==> config.mk <==
export PLATFORM = sky130hd
export DESIGN_NAME = pid_trapezoid_controller_top
export DESIGN_NICKNAME = d
export VERILOG_FILES = /design/src/design/ptc_pkg.sv /design/src/design/ptc_mul.sv /design/src/design/ptc_seq.sv /design/src/design/pid_trapezoid_controller_top.sv
export SDC_FILE = /design/constraint.sdc
export NUM_CORES = 2
export LEC_CHECK = 0
export BUFFER_PORTS_ARGS = -buffer_cell sky130_fd_sc_hd__buf_4
export CORE_MARGIN = 2
export CORE_UTILIZATION = 46
export DETAILED_ROUTE_END_ITERATION = 7
export GPL_TIMING_DRIVEN = 0
export SYNTH_ARGS = -nofsm -noshare
export SYNTH_HDL_FRONTEND = slang
export SYNTH_HIERARCHICAL = 1
export SYNTH_SLANG_ARGS = --single-unit
==> constraint.sdc <==
create_clock -name clk_i -period 10.75 [get_ports clk_i]
set_clock_uncertainty 0.15 [all_clocks]
set_input_delay 1.075 -clock clk_i [delete_from_list [all_inputs] [get_ports clk_i]]
set_output_delay 1.075 -clock clk_i [all_outputs]
set_load 0.1 [all_outputs]
==> src/design/ptc_pkg.sv <==
// ----------------------------------------------------------------------------
// ptc_pkg: shared types and constants of the PID torque controller
// Item structs, configuration register indexes, sequencer control codes and
// fixed-point widths used by the controller and its sub-blocks.
// ----------------------------------------------------------------------------
package ptc_pkg;

  localparam int unsigned DATA_W  = 32;            // Q16.16 samples and gains
  localparam int unsigned INTEG_W = 48;            // Q32.16 integrator
  localparam int unsigned MUL_W   = DATA_W + 1;    // signed operand width
  localparam int unsigned PROD_W  = 2 * MUL_W;     // full product width
  localparam int unsigned ACC_W   = PROD_W + 16;   // holds ki * I exactly
  localparam int unsigned CFG_IDX_W = 2;

  localparam logic [DATA_W-1:0]  HALF_PERIOD_RST = 32'd1073742;
  localparam logic [DATA_W-1:0]  DRIVE_MAX = 32'h7FFF_FFFF;
  localparam logic [DATA_W-1:0]  DRIVE_MIN = 32'h8000_0000;
  localparam logic [INTEG_W-1:0] INTEG_MAX = 48'h7FFF_FFFF_FFFF;
  localparam logic [INTEG_W-1:0] INTEG_MIN = 48'h8000_0000_0000;

  typedef struct packed {
    logic signed [DATA_W-1:0] torque_ref;
    logic signed [DATA_W-1:0] torque_meas;
    logic signed [DATA_W-1:0] rate_ref;
    logic signed [DATA_W-1:0] rate_meas;
  } in_item_t;

  typedef struct packed {
    logic signed [DATA_W-1:0] drive;
    logic                     clipped;
  } out_item_t;

  typedef enum logic [CFG_IDX_W-1:0] {
    CFG_PROP_GAIN   = 2'd0,
    CFG_INTEG_GAIN  = 2'd1,
    CFG_DERIV_GAIN  = 2'd2,
    CFG_HALF_PERIOD = 2'd3
  } cfg_idx_e;

  // Operand pair fed to the shared multiplier
  typedef enum logic [2:0] {
    MUL_INC  = 3'd0,   // half_period * (e + last error)
    MUL_PROP = 3'd1,   // kp * e
    MUL_DERV = 3'd2,   // kd * edot
    MUL_IHI  = 3'd3,   // ki * integer part of integrator
    MUL_ILO  = 3'd4    // ki * fraction of integrator
  } mul_sel_e;

  typedef enum logic [1:0] {
    ACC_HOLD   = 2'd0,
    ACC_LOAD   = 2'd1,
    ACC_ADD    = 2'd2,
    ACC_ADD_SH = 2'd3   // add product shifted up by 16
  } acc_op_e;

  typedef struct packed {
    logic     in_ready;
    logic     load_err;
    logic     integ_upd;
    mul_sel_e mul_sel;
    acc_op_e  acc_op;
    logic     out_load;
  } ctrl_t;

endpackage

==> src/design/ptc_mul.sv <==
// ----------------------------------------------------------------------------
// ptc_mul: shared signed multiplier
// One 33 x 33 signed multiply per cycle with the full product registered.
// ----------------------------------------------------------------------------
module ptc_mul (
  input  logic                                 clk_i,
  input  logic signed [ptc_pkg::MUL_W-1:0]     a_i,
  input  logic signed [ptc_pkg::MUL_W-1:0]     b_i,
  output logic signed [ptc_pkg::PROD_W-1:0]    prod_o
);

  logic signed [ptc_pkg::PROD_W-1:0] prod_q;

  always_ff @(posedge clk_i) begin
    prod_q <= a_i * b_i;
  end

  assign prod_o = prod_q;

endmodule

==> src/design/ptc_seq.sv <==
// ----------------------------------------------------------------------------
// ptc_seq: step sequencer of the PID torque controller
// Walks one item through the five multiplies, integrator update,
// accumulation and output load.
// ----------------------------------------------------------------------------
module ptc_seq (
  input  logic           clk_i,
  input  logic           rst_ni,
  input  logic           in_valid_i,
  input  logic           out_free_i,
  output ptc_pkg::ctrl_t ctrl_o
);

  typedef enum logic [7:0] {
    S_IDLE = 8'b0000_0001,
    S_INC  = 8'b0000_0010,
    S_PROP = 8'b0000_0100,
    S_DERV = 8'b0000_1000,
    S_IHI  = 8'b0001_0000,
    S_ILO  = 8'b0010_0000,
    S_SUM  = 8'b0100_0000,
    S_DONE = 8'b1000_0000
  } state_e;

  state_e state_q, state_d;

  always_comb begin
    state_d          = state_q;
    ctrl_o           = '0;
    ctrl_o.mul_sel   = ptc_pkg::MUL_INC;
    ctrl_o.acc_op    = ptc_pkg::ACC_HOLD;
    unique case (state_q)
      S_IDLE: begin
        ctrl_o.in_ready = 1'b1;
        if (in_valid_i) begin
          ctrl_o.load_err = 1'b1;
          state_d         = S_INC;
        end
      end
      S_INC: begin
        ctrl_o.mul_sel = ptc_pkg::MUL_INC;
        state_d        = S_PROP;
      end
      S_PROP: begin
        ctrl_o.integ_upd = 1'b1;
        ctrl_o.mul_sel   = ptc_pkg::MUL_PROP;
        state_d          = S_DERV;
      end
      S_DERV: begin
        ctrl_o.acc_op  = ptc_pkg::ACC_LOAD;
        ctrl_o.mul_sel = ptc_pkg::MUL_DERV;
        state_d        = S_IHI;
      end
      S_IHI: begin
        ctrl_o.acc_op  = ptc_pkg::ACC_ADD;
        ctrl_o.mul_sel = ptc_pkg::MUL_IHI;
        state_d        = S_ILO;
      end
      S_ILO: begin
        ctrl_o.acc_op  = ptc_pkg::ACC_ADD_SH;
        ctrl_o.mul_sel = ptc_pkg::MUL_ILO;
        state_d        = S_SUM;
      end
      S_SUM: begin
        ctrl_o.acc_op = ptc_pkg::ACC_ADD;
        state_d       = S_DONE;
      end
      S_DONE: begin
        // hold until the output register is free
        if (out_free_i) begin
          ctrl_o.out_load = 1'b1;
          state_d         = S_IDLE;
        end
      end
      default: begin
        state_d = S_IDLE;
      end
    endcase
  end

  always_ff @(posedge clk_i or negedge rst_ni) begin
    if (!rst_ni) begin
      state_q <= S_IDLE;
    end else begin
      state_q <= state_d;
    end
  end

endmodule

==> src/design/pid_trapezoid_controller_top.sv <==
// ----------------------------------------------------------------------------
// pid_trapezoid_controller_top: discrete PID controller, trapezoidal integral
// Per control sample: saturated error and error rate, trapezoid integrator
// update and the saturated sum kp*e + ki*I + kd*edot in Q16.16.
// ----------------------------------------------------------------------------
// Usage:
//   Input channel (in_valid_i / in_ready_o / in_item_i) takes one sample item
//   holding torque_ref, torque_meas, rate_ref and rate_meas.
//   Output channel (out_valid_o / out_ready_i / out_item_o) returns drive and
//   the clipped flag, one result item per sample item.
//   Configuration channel (cfg_valid_i / cfg_ready_o / cfg_index_i /
//   cfg_data_i) writes prop_gain, integ_gain, deriv_gain, half_period and is
//   always ready; the user writes it only while no item is in flight, which
//   the block itself does not enforce. An accepted item holds the input off
//   until its result is loaded into the output register; this is set by the
//   single 33 x 33 multiplier, which forms five products in turn, plus the
//   integrator, rounding and output steps.
//   Reset clears the gains, the integrator and the stored error and loads
//   half_period with its default of about 0.00025.
//   If the receiver stalls, the finished result waits in the output register
//   and the next item is still accepted and worked; that one then holds in
//   its last step until the output register empties.
// ----------------------------------------------------------------------------
module pid_trapezoid_controller_top (
  input  logic                               clk_i,
  input  logic                               rst_ni,
  input  logic                               in_valid_i,
  output logic                               in_ready_o,
  input  ptc_pkg::in_item_t                  in_item_i,
  output logic                               out_valid_o,
  input  logic                               out_ready_i,
  output ptc_pkg::out_item_t                 out_item_o,
  input  logic                               cfg_valid_i,
  output logic                               cfg_ready_o,
  input  logic [ptc_pkg::CFG_IDX_W-1:0]      cfg_index_i,
  input  logic [ptc_pkg::DATA_W-1:0]         cfg_data_i
);

  localparam int unsigned DW  = ptc_pkg::DATA_W;
  localparam int unsigned IW  = ptc_pkg::INTEG_W;
  localparam int unsigned MW  = ptc_pkg::MUL_W;
  localparam int unsigned PW  = ptc_pkg::PROD_W;
  localparam int unsigned AW  = ptc_pkg::ACC_W;
  localparam int unsigned INCW = PW - DW;           // rounded increment width

  // configuration registers
  logic [DW-1:0] kp_q, ki_q, kd_q, half_q;
  // controller state
  logic [IW-1:0] integ_q;
  logic [DW-1:0] last_q;
  // per item working registers
  logic [DW-1:0] e_q, ed_q;
  logic [AW-1:0] acc_q, acc_d;
  logic          clip_q;
  ptc_pkg::out_item_t out_q;
  logic          out_valid_q;

  ptc_pkg::ctrl_t ctrl;
  logic           out_free;

  logic signed [MW-1:0] mul_a, mul_b;
  logic signed [PW-1:0] prod;

  logic [DW:0]   diff_e, diff_ed;
  logic [DW-1:0] e_sat, ed_sat;
  logic [MW-1:0] err_sum;
  logic [PW-1:0] inc_rnd;
  logic [INCW-1:0] inc;
  logic [IW+1:0] integ_sum;
  logic [IW-1:0] integ_new;
  logic          integ_hit;
  logic [AW-1:0] out_rnd;
  logic [AW-17:0] drive_full;
  logic [DW-1:0] drive_sat;
  logic          drive_hit;

  assign cfg_ready_o = 1'b1;
  assign out_free    = !out_valid_q || out_ready_i;

  ptc_seq u_seq (
    .clk_i      (clk_i),
    .rst_ni     (rst_ni),
    .in_valid_i (in_valid_i),
    .out_free_i (out_free),
    .ctrl_o     (ctrl)
  );

  assign in_ready_o = ctrl.in_ready;

  // Error and error rate, saturated to Q16.16
  always_comb begin
    diff_e  = {in_item_i.torque_ref[DW-1], in_item_i.torque_ref}
            - {in_item_i.torque_meas[DW-1], in_item_i.torque_meas};
    diff_ed = {in_item_i.rate_ref[DW-1], in_item_i.rate_ref}
            - {in_item_i.rate_meas[DW-1], in_item_i.rate_meas};
    if (diff_e[DW] != diff_e[DW-1]) begin
      e_sat = diff_e[DW] ? ptc_pkg::DRIVE_MIN : ptc_pkg::DRIVE_MAX;
    end else begin
      e_sat = diff_e[DW-1:0];
    end
    if (diff_ed[DW] != diff_ed[DW-1]) begin
      ed_sat = diff_ed[DW] ? ptc_pkg::DRIVE_MIN : ptc_pkg::DRIVE_MAX;
    end else begin
      ed_sat = diff_ed[DW-1:0];
    end
  end

  assign err_sum = {e_q[DW-1], e_q} + {last_q[DW-1], last_q};

  // Operand selection for the shared multiplier
  always_comb begin
    case (ctrl.mul_sel)
      ptc_pkg::MUL_INC: begin
        mul_a = {1'b0, half_q};
        mul_b = err_sum;
      end
      ptc_pkg::MUL_PROP: begin
        mul_a = {kp_q[DW-1], kp_q};
        mul_b = {e_q[DW-1], e_q};
      end
      ptc_pkg::MUL_DERV: begin
        mul_a = {kd_q[DW-1], kd_q};
        mul_b = {ed_q[DW-1], ed_q};
      end
      ptc_pkg::MUL_IHI: begin
        mul_a = {ki_q[DW-1], ki_q};
        mul_b = {integ_q[IW-1], integ_q[IW-1:16]};
      end
      ptc_pkg::MUL_ILO: begin
        mul_a = {ki_q[DW-1], ki_q};
        mul_b = {{(MW-16){1'b0}}, integ_q[15:0]};
      end
      default: begin
        mul_a = '0;
        mul_b = '0;
      end
    endcase
  end

  ptc_mul u_mul (
    .clk_i  (clk_i),
    .a_i    (mul_a),
    .b_i    (mul_b),
    .prod_o (prod)
  );

  // Trapezoid increment: round half up from Q.48 to Q.16, then saturate
  always_comb begin
    inc_rnd   = prod + PW'(64'h8000_0000);
    inc       = inc_rnd[PW-1:DW];
    integ_sum = {{2{integ_q[IW-1]}}, integ_q} + {{(IW+2-INCW){inc[INCW-1]}}, inc};
    integ_hit = !((integ_sum[IW+1:IW-1] == 3'b000) || (integ_sum[IW+1:IW-1] == 3'b111));
    if (integ_hit) begin
      integ_new = integ_sum[IW+1] ? ptc_pkg::INTEG_MIN : ptc_pkg::INTEG_MAX;
    end else begin
      integ_new = integ_sum[IW-1:0];
    end
  end

  // Accumulate the products of the output sum
  always_comb begin
    case (ctrl.acc_op)
      ptc_pkg::ACC_LOAD:   acc_d = {{(AW-PW){prod[PW-1]}}, prod};
      ptc_pkg::ACC_ADD:    acc_d = acc_q + {{(AW-PW){prod[PW-1]}}, prod};
      ptc_pkg::ACC_ADD_SH: acc_d = acc_q + {prod, 16'b0};
      default:             acc_d = acc_q;
    endcase
  end

  // Round half up to Q16.16 and clamp
  always_comb begin
    out_rnd    = acc_q + AW'(32'h0000_8000);
    drive_full = out_rnd[AW-1:16];
    drive_hit  = !((&drive_full[AW-17:DW-1]) || !(|drive_full[AW-17:DW-1]));
    if (drive_hit) begin
      drive_sat = drive_full[AW-17] ? ptc_pkg::DRIVE_MIN : ptc_pkg::DRIVE_MAX;
    end else begin
      drive_sat = drive_full[DW-1:0];
    end
  end

  always_ff @(posedge clk_i or negedge rst_ni) begin
    if (!rst_ni) begin
      kp_q   <= '0;
      ki_q   <= '0;
      kd_q   <= '0;
      half_q <= ptc_pkg::HALF_PERIOD_RST;
    end else if (cfg_valid_i && cfg_ready_o) begin
      unique case (ptc_pkg::cfg_idx_e'(cfg_index_i))
        ptc_pkg::CFG_PROP_GAIN:   kp_q   <= cfg_data_i;
        ptc_pkg::CFG_INTEG_GAIN:  ki_q   <= cfg_data_i;
        ptc_pkg::CFG_DERIV_GAIN:  kd_q   <= cfg_data_i;
        ptc_pkg::CFG_HALF_PERIOD: half_q <= cfg_data_i;
      endcase
    end
  end

  always_ff @(posedge clk_i or negedge rst_ni) begin
    if (!rst_ni) begin
      integ_q     <= '0;
      last_q      <= '0;
      clip_q      <= 1'b0;
      out_valid_q <= 1'b0;
    end else begin
      if (ctrl.integ_upd) begin
        integ_q <= integ_new;
        last_q  <= e_q;
        clip_q  <= integ_hit;
      end
      if (ctrl.out_load) begin
        out_valid_q <= 1'b1;
      end else if (out_ready_i) begin
        out_valid_q <= 1'b0;
      end
    end
  end

  always_ff @(posedge clk_i) begin
    if (ctrl.load_err) begin
      e_q  <= e_sat;
      ed_q <= ed_sat;
    end
    acc_q <= acc_d;
    if (ctrl.out_load) begin
      out_q.drive   <= drive_sat;
      out_q.clipped <= clip_q || drive_hit;
    end
  end

  assign out_valid_o = out_valid_q;
  assign out_item_o  = out_q;

  // An accepted item blocks the input until its result is loaded
  a_busy_after_accept: assert property (@(posedge clk_i) disable iff (!rst_ni)
    in_valid_i && in_ready_o |=> !in_ready_o)
    else $error("input accepted twice without finishing an item");

  // A result is never loaded over one still waiting
  a_no_overwrite: assert property (@(posedge clk_i) disable iff (!rst_ni)
    ctrl.out_load |-> out_free)
    else $error("result loaded while output register occupied");

  // Integrator clip flag only with the integrator on a rail
  a_clip_rail: assert property (@(posedge clk_i) disable iff (!rst_ni)
    $past(ctrl.integ_upd) && clip_q |->
      (integ_q == ptc_pkg::INTEG_MAX) || (integ_q == ptc_pkg::INTEG_MIN))
    else $error("integrator clip flagged off the rail");

endmodule

==> out/results.tsv <==
stage	metric	value	unit
worst_setup_path	crit_slowest_cell	clkbuf_2	
grt	grt_max_degree	129	
cts	postCtsHoldBufs	0	
floorplanning	row_count	150	
cts	clk_pin_slew	0.06	ns
floorplanning	start_util	46.3	%
timing	worst_slew_pin_slew	1.18	ns
cts	cts_tree	done	
synth	ys_ff_latch	463	
layout	drive_gt1_share	12.5	%
floorplanning	ios	203	
synth	syn-num-nets	10374	
route	drtIter0Drc	6732	
placed_design	gp_congestion	1.10	
cts	htreeDepth	2	
synth	synth_flop_cell	dfrtp_1	
worst_setup_path	critPathLaunchType	flip-flop	
status	status	complete, no violations	
synth	syn_inst	8542	
worst_setup_path	crit_required	11.18	ns
cts	clkLatencyLatePin	0.68	ns
route	highest_layer	met5	
grt	grt.total_usage	34.5	%
timing	slew_headroom	21.3	%
timing	min_period_over_period	98.8	%
timing	period_minus_slack	10.62	ns
worst_setup_path	crit_family	adder cells	
worst_setup_path	crit_buf_inv	7	
worst_setup_path	cpPeakStageDelay	0.58	ns
worst_setup_path	crit_path_end_kind	flip-flop	
synth	yosys_warnings	6	
layout	area_growth	11.2	%
worst_setup_path	cp_max_fo	10	
grt	grt_pass1_wl	438000	microns
route	firstDrtPassIters	6	
timing	setup_viol	0	
synth	yosysUniqueCellTypes	111	
timing	fmax	94.1	MHz
cts	cts.path.max_buffers	3	
floorplanning	design.die.area	172000	sq um
floorplanning	core	167000	sq um
route	totalWireLength	300000	microns
hold_path	hold_class	input pin to asynchronous set/reset pin	
grt	grt_pass1_vias	65755	
route	wire_per_inst	26.9	microns
route	ant_nets	0	
synth	synthTopCellsByArea	fa_1 (30%), ha_1 (8.3%), edfxtp_1 (6.9%), dfrtp_1 (6.8%), inv_1 (6.7%)	
synth	synth-seq-area-share	15.7	%
floorplanning	die_w	414	microns
worst_setup_path	crit_type	flip-flop to flip-flop	
route	viasPerCell	5.89	
placed_design	dp_hpwl	247000	microns
synth	post-synth-top-area-cell	fa_1	
route	drc	0	
synth	synth_top_area_share	29.8	%
route	dr_wl_met2	131000	microns
timing	slew_violations	0	
cts	cts_made_buffers	53	
synth	syn_avg_cell_area	9.06	sq um
cts	root_buffer	clkbuf_16	
placed_design	port_buffers	201	
floorplanning	die_h	414	microns
layout	postLayoutCellArea	86100	sq um
grt	gr-total-overflow	0	
synth	async_flop_share	47.1	%
timing	hold_viol	0	
synth	synth_edf_count	179	
layout	fin_nets	10713	
placed_design	dpl-instance-area	82200	sq um
synth	syn-cell-area	77400	sq um
grt	antenna_found_initial	27	
flow_run	cap_violations	0	
route	wl_met1	121000	microns
route	num_vias	65651	
cts	cts.sinks	463	
timing	tns	0	ns
worst_setup_path	arrival	11.06	ns
worst_setup_path	cpMostUsedCell	fa_1	
route	wl_met3	30300	microns
[Yosys cell counts, drive strengths merged, types with 39 or more instances]
cell type	count
a21o	173
a21oi	452
a22oi	40
a31oi	50
and2	589
and3	52
buf	39
clkbuf	377
dfrtp	209
dfxtp	66
edfxtp	179
fa	1151
ha	514
inv	1387
mux2	176
mux4	48
nand2	880
nand2b	43
nand3	137
nand4	104
nor2	289
nor2b	48
nor3	90
o211ai	40
o21a	46
o21ai	393
o21bai	61
o22ai	41
xnor2	263
xor2	143
[per-layer routing]
layer | vias to the layer above | track usage, %
met1 | 32997 | 45.8
met3 | 688 | 8.57
met4 | 8 | 16.6
li1 | 28707 | -
met2 | 3251 | 52.7
met5 | - | 0
[cell families after synthesis]
group,share of synthesized area [%]
compound gates,12.7
fa+ha+maj,38.4
xor+xnor,4.59
mux,4.28
buf+inv,8.86
other cells,0.00484
flops,15.7
simple gates,15.4
[sequential cells by signal, summed over array words and instances, names as in the netlist]
register,flops
u_mul/prod_o,66
kd_q,32
last_q,32
e_q,32
ki_q,32
half_q,32
u_seq/state_q,8
integ_q,48
kp_q,32
out_item_o,33
acc_q,82
out_valid_o,1
clip_q,1
ed_q,32
[area by class of cell]
class	count	area, sq um
Clock buffer	66	1420
Inverter	1387	5230
Sequential cell	463	12200
Timing Repair Buffer	306	2610
Multi-Input combinational cell	6276	59400
Buffer	394	2150
Tap cell	2204	2760
Fill cell	15834	81100
Antenna cell	24	60.1
Clock inverter	34	320
[layout by cell type, fill, tap and decap left out, types with 46 or more instances in the layout]
master | synthesis | layout
xor2_1 | 143 | 142
inv_1 | 1387 | 1375
nor2_1 | 288 | 280
o21ai_0 | 353 | 309
nand2_1 | 879 | 872
buf_4 | 8 | 282
clkbuf_16 | 0 | 57
and2_1 | 587 | 586
nor3_1 | 89 | 86
and3_1 | 48 | 48
fa_1 | 1151 | 1126
a21oi_1 | 451 | 436
nand3_1 | 134 | 134
mux4_2 | 48 | 48
dfrtp_1 | 209 | 209
a21o_1 | 172 | 171
nand4_1 | 103 | 103
o21bai_1 | 61 | 61
mux2_2 | 176 | 176
ha_1 | 514 | 485
clkbuf_1 | 376 | 166
dfxtp_1 | 66 | 66
edfxtp_1 | 179 | 179
clkbuf_2 | 1 | 119
o21ai_2 | 32 | 48
o21a_1 | 46 | 46
xnor2_1 | 263 | 261
[worst register-to-register path: cells and delay by family (launching register included)]
family / cells / cell delay (ns)
adder cells (fa/ha/maj): 11 / 5.00
AO/OA/AOI/OAI: 12 / 2.49
buffers and inverters: 7 / 1.31
AND/OR/NAND/NOR: 4 / 0.67
flip-flops: 1 / 0.52
XOR/XNOR: 2 / 0.42
[through the flow]
stage | util, % | setup slack (ns) | hold slack (ns) | std cells
global placement | 48.8 | -4.32 | 0.332 | 10947
floorplan | - | 0.799 | 0.324 | 8542
global route | 51.4 | -0.0302 | 0.312 | 11134
CTS | 50.7 | -0.00703 | 0.303 | 11087
detailed placement | 49.2 | -2.99 | 0.338 | 10987
finish | 51.5 | 0.127 | 0.270 | 11154
[worst paths after layout]
check / cells after the start / endpoint / slack [ns] / from
min reg2reg: 1 / kd_q[7] / 0.35 / kd_q[7]
max: 36 / u_mul/prod_o[63] / 0.13 / e_q[0]
min: 1 / last_q[19] / 0.27 / rst_ni
min in group clk_i: 1 / kd_q[7] / 0.35 / kd_q[7]
max in group asynchronous: 2 / ki_q[6] / 9.07 / rst_ni
max reg2reg: 36 / u_mul/prod_o[63] / 0.13 / e_q[0]
[repair_timing]
item / CTS / global route
pin swaps: 9 / 53
endpoints found under the setup margin: 51 / 36
hold endpoints to repair: 0 / 0
cloned: 0 / 3
setup buffers: 14 / 48
resized for setup: 322 / 318
Power is not shown: default switching activity piles up to over one toggle a cycle in this logic, so the estimate is an artifact.
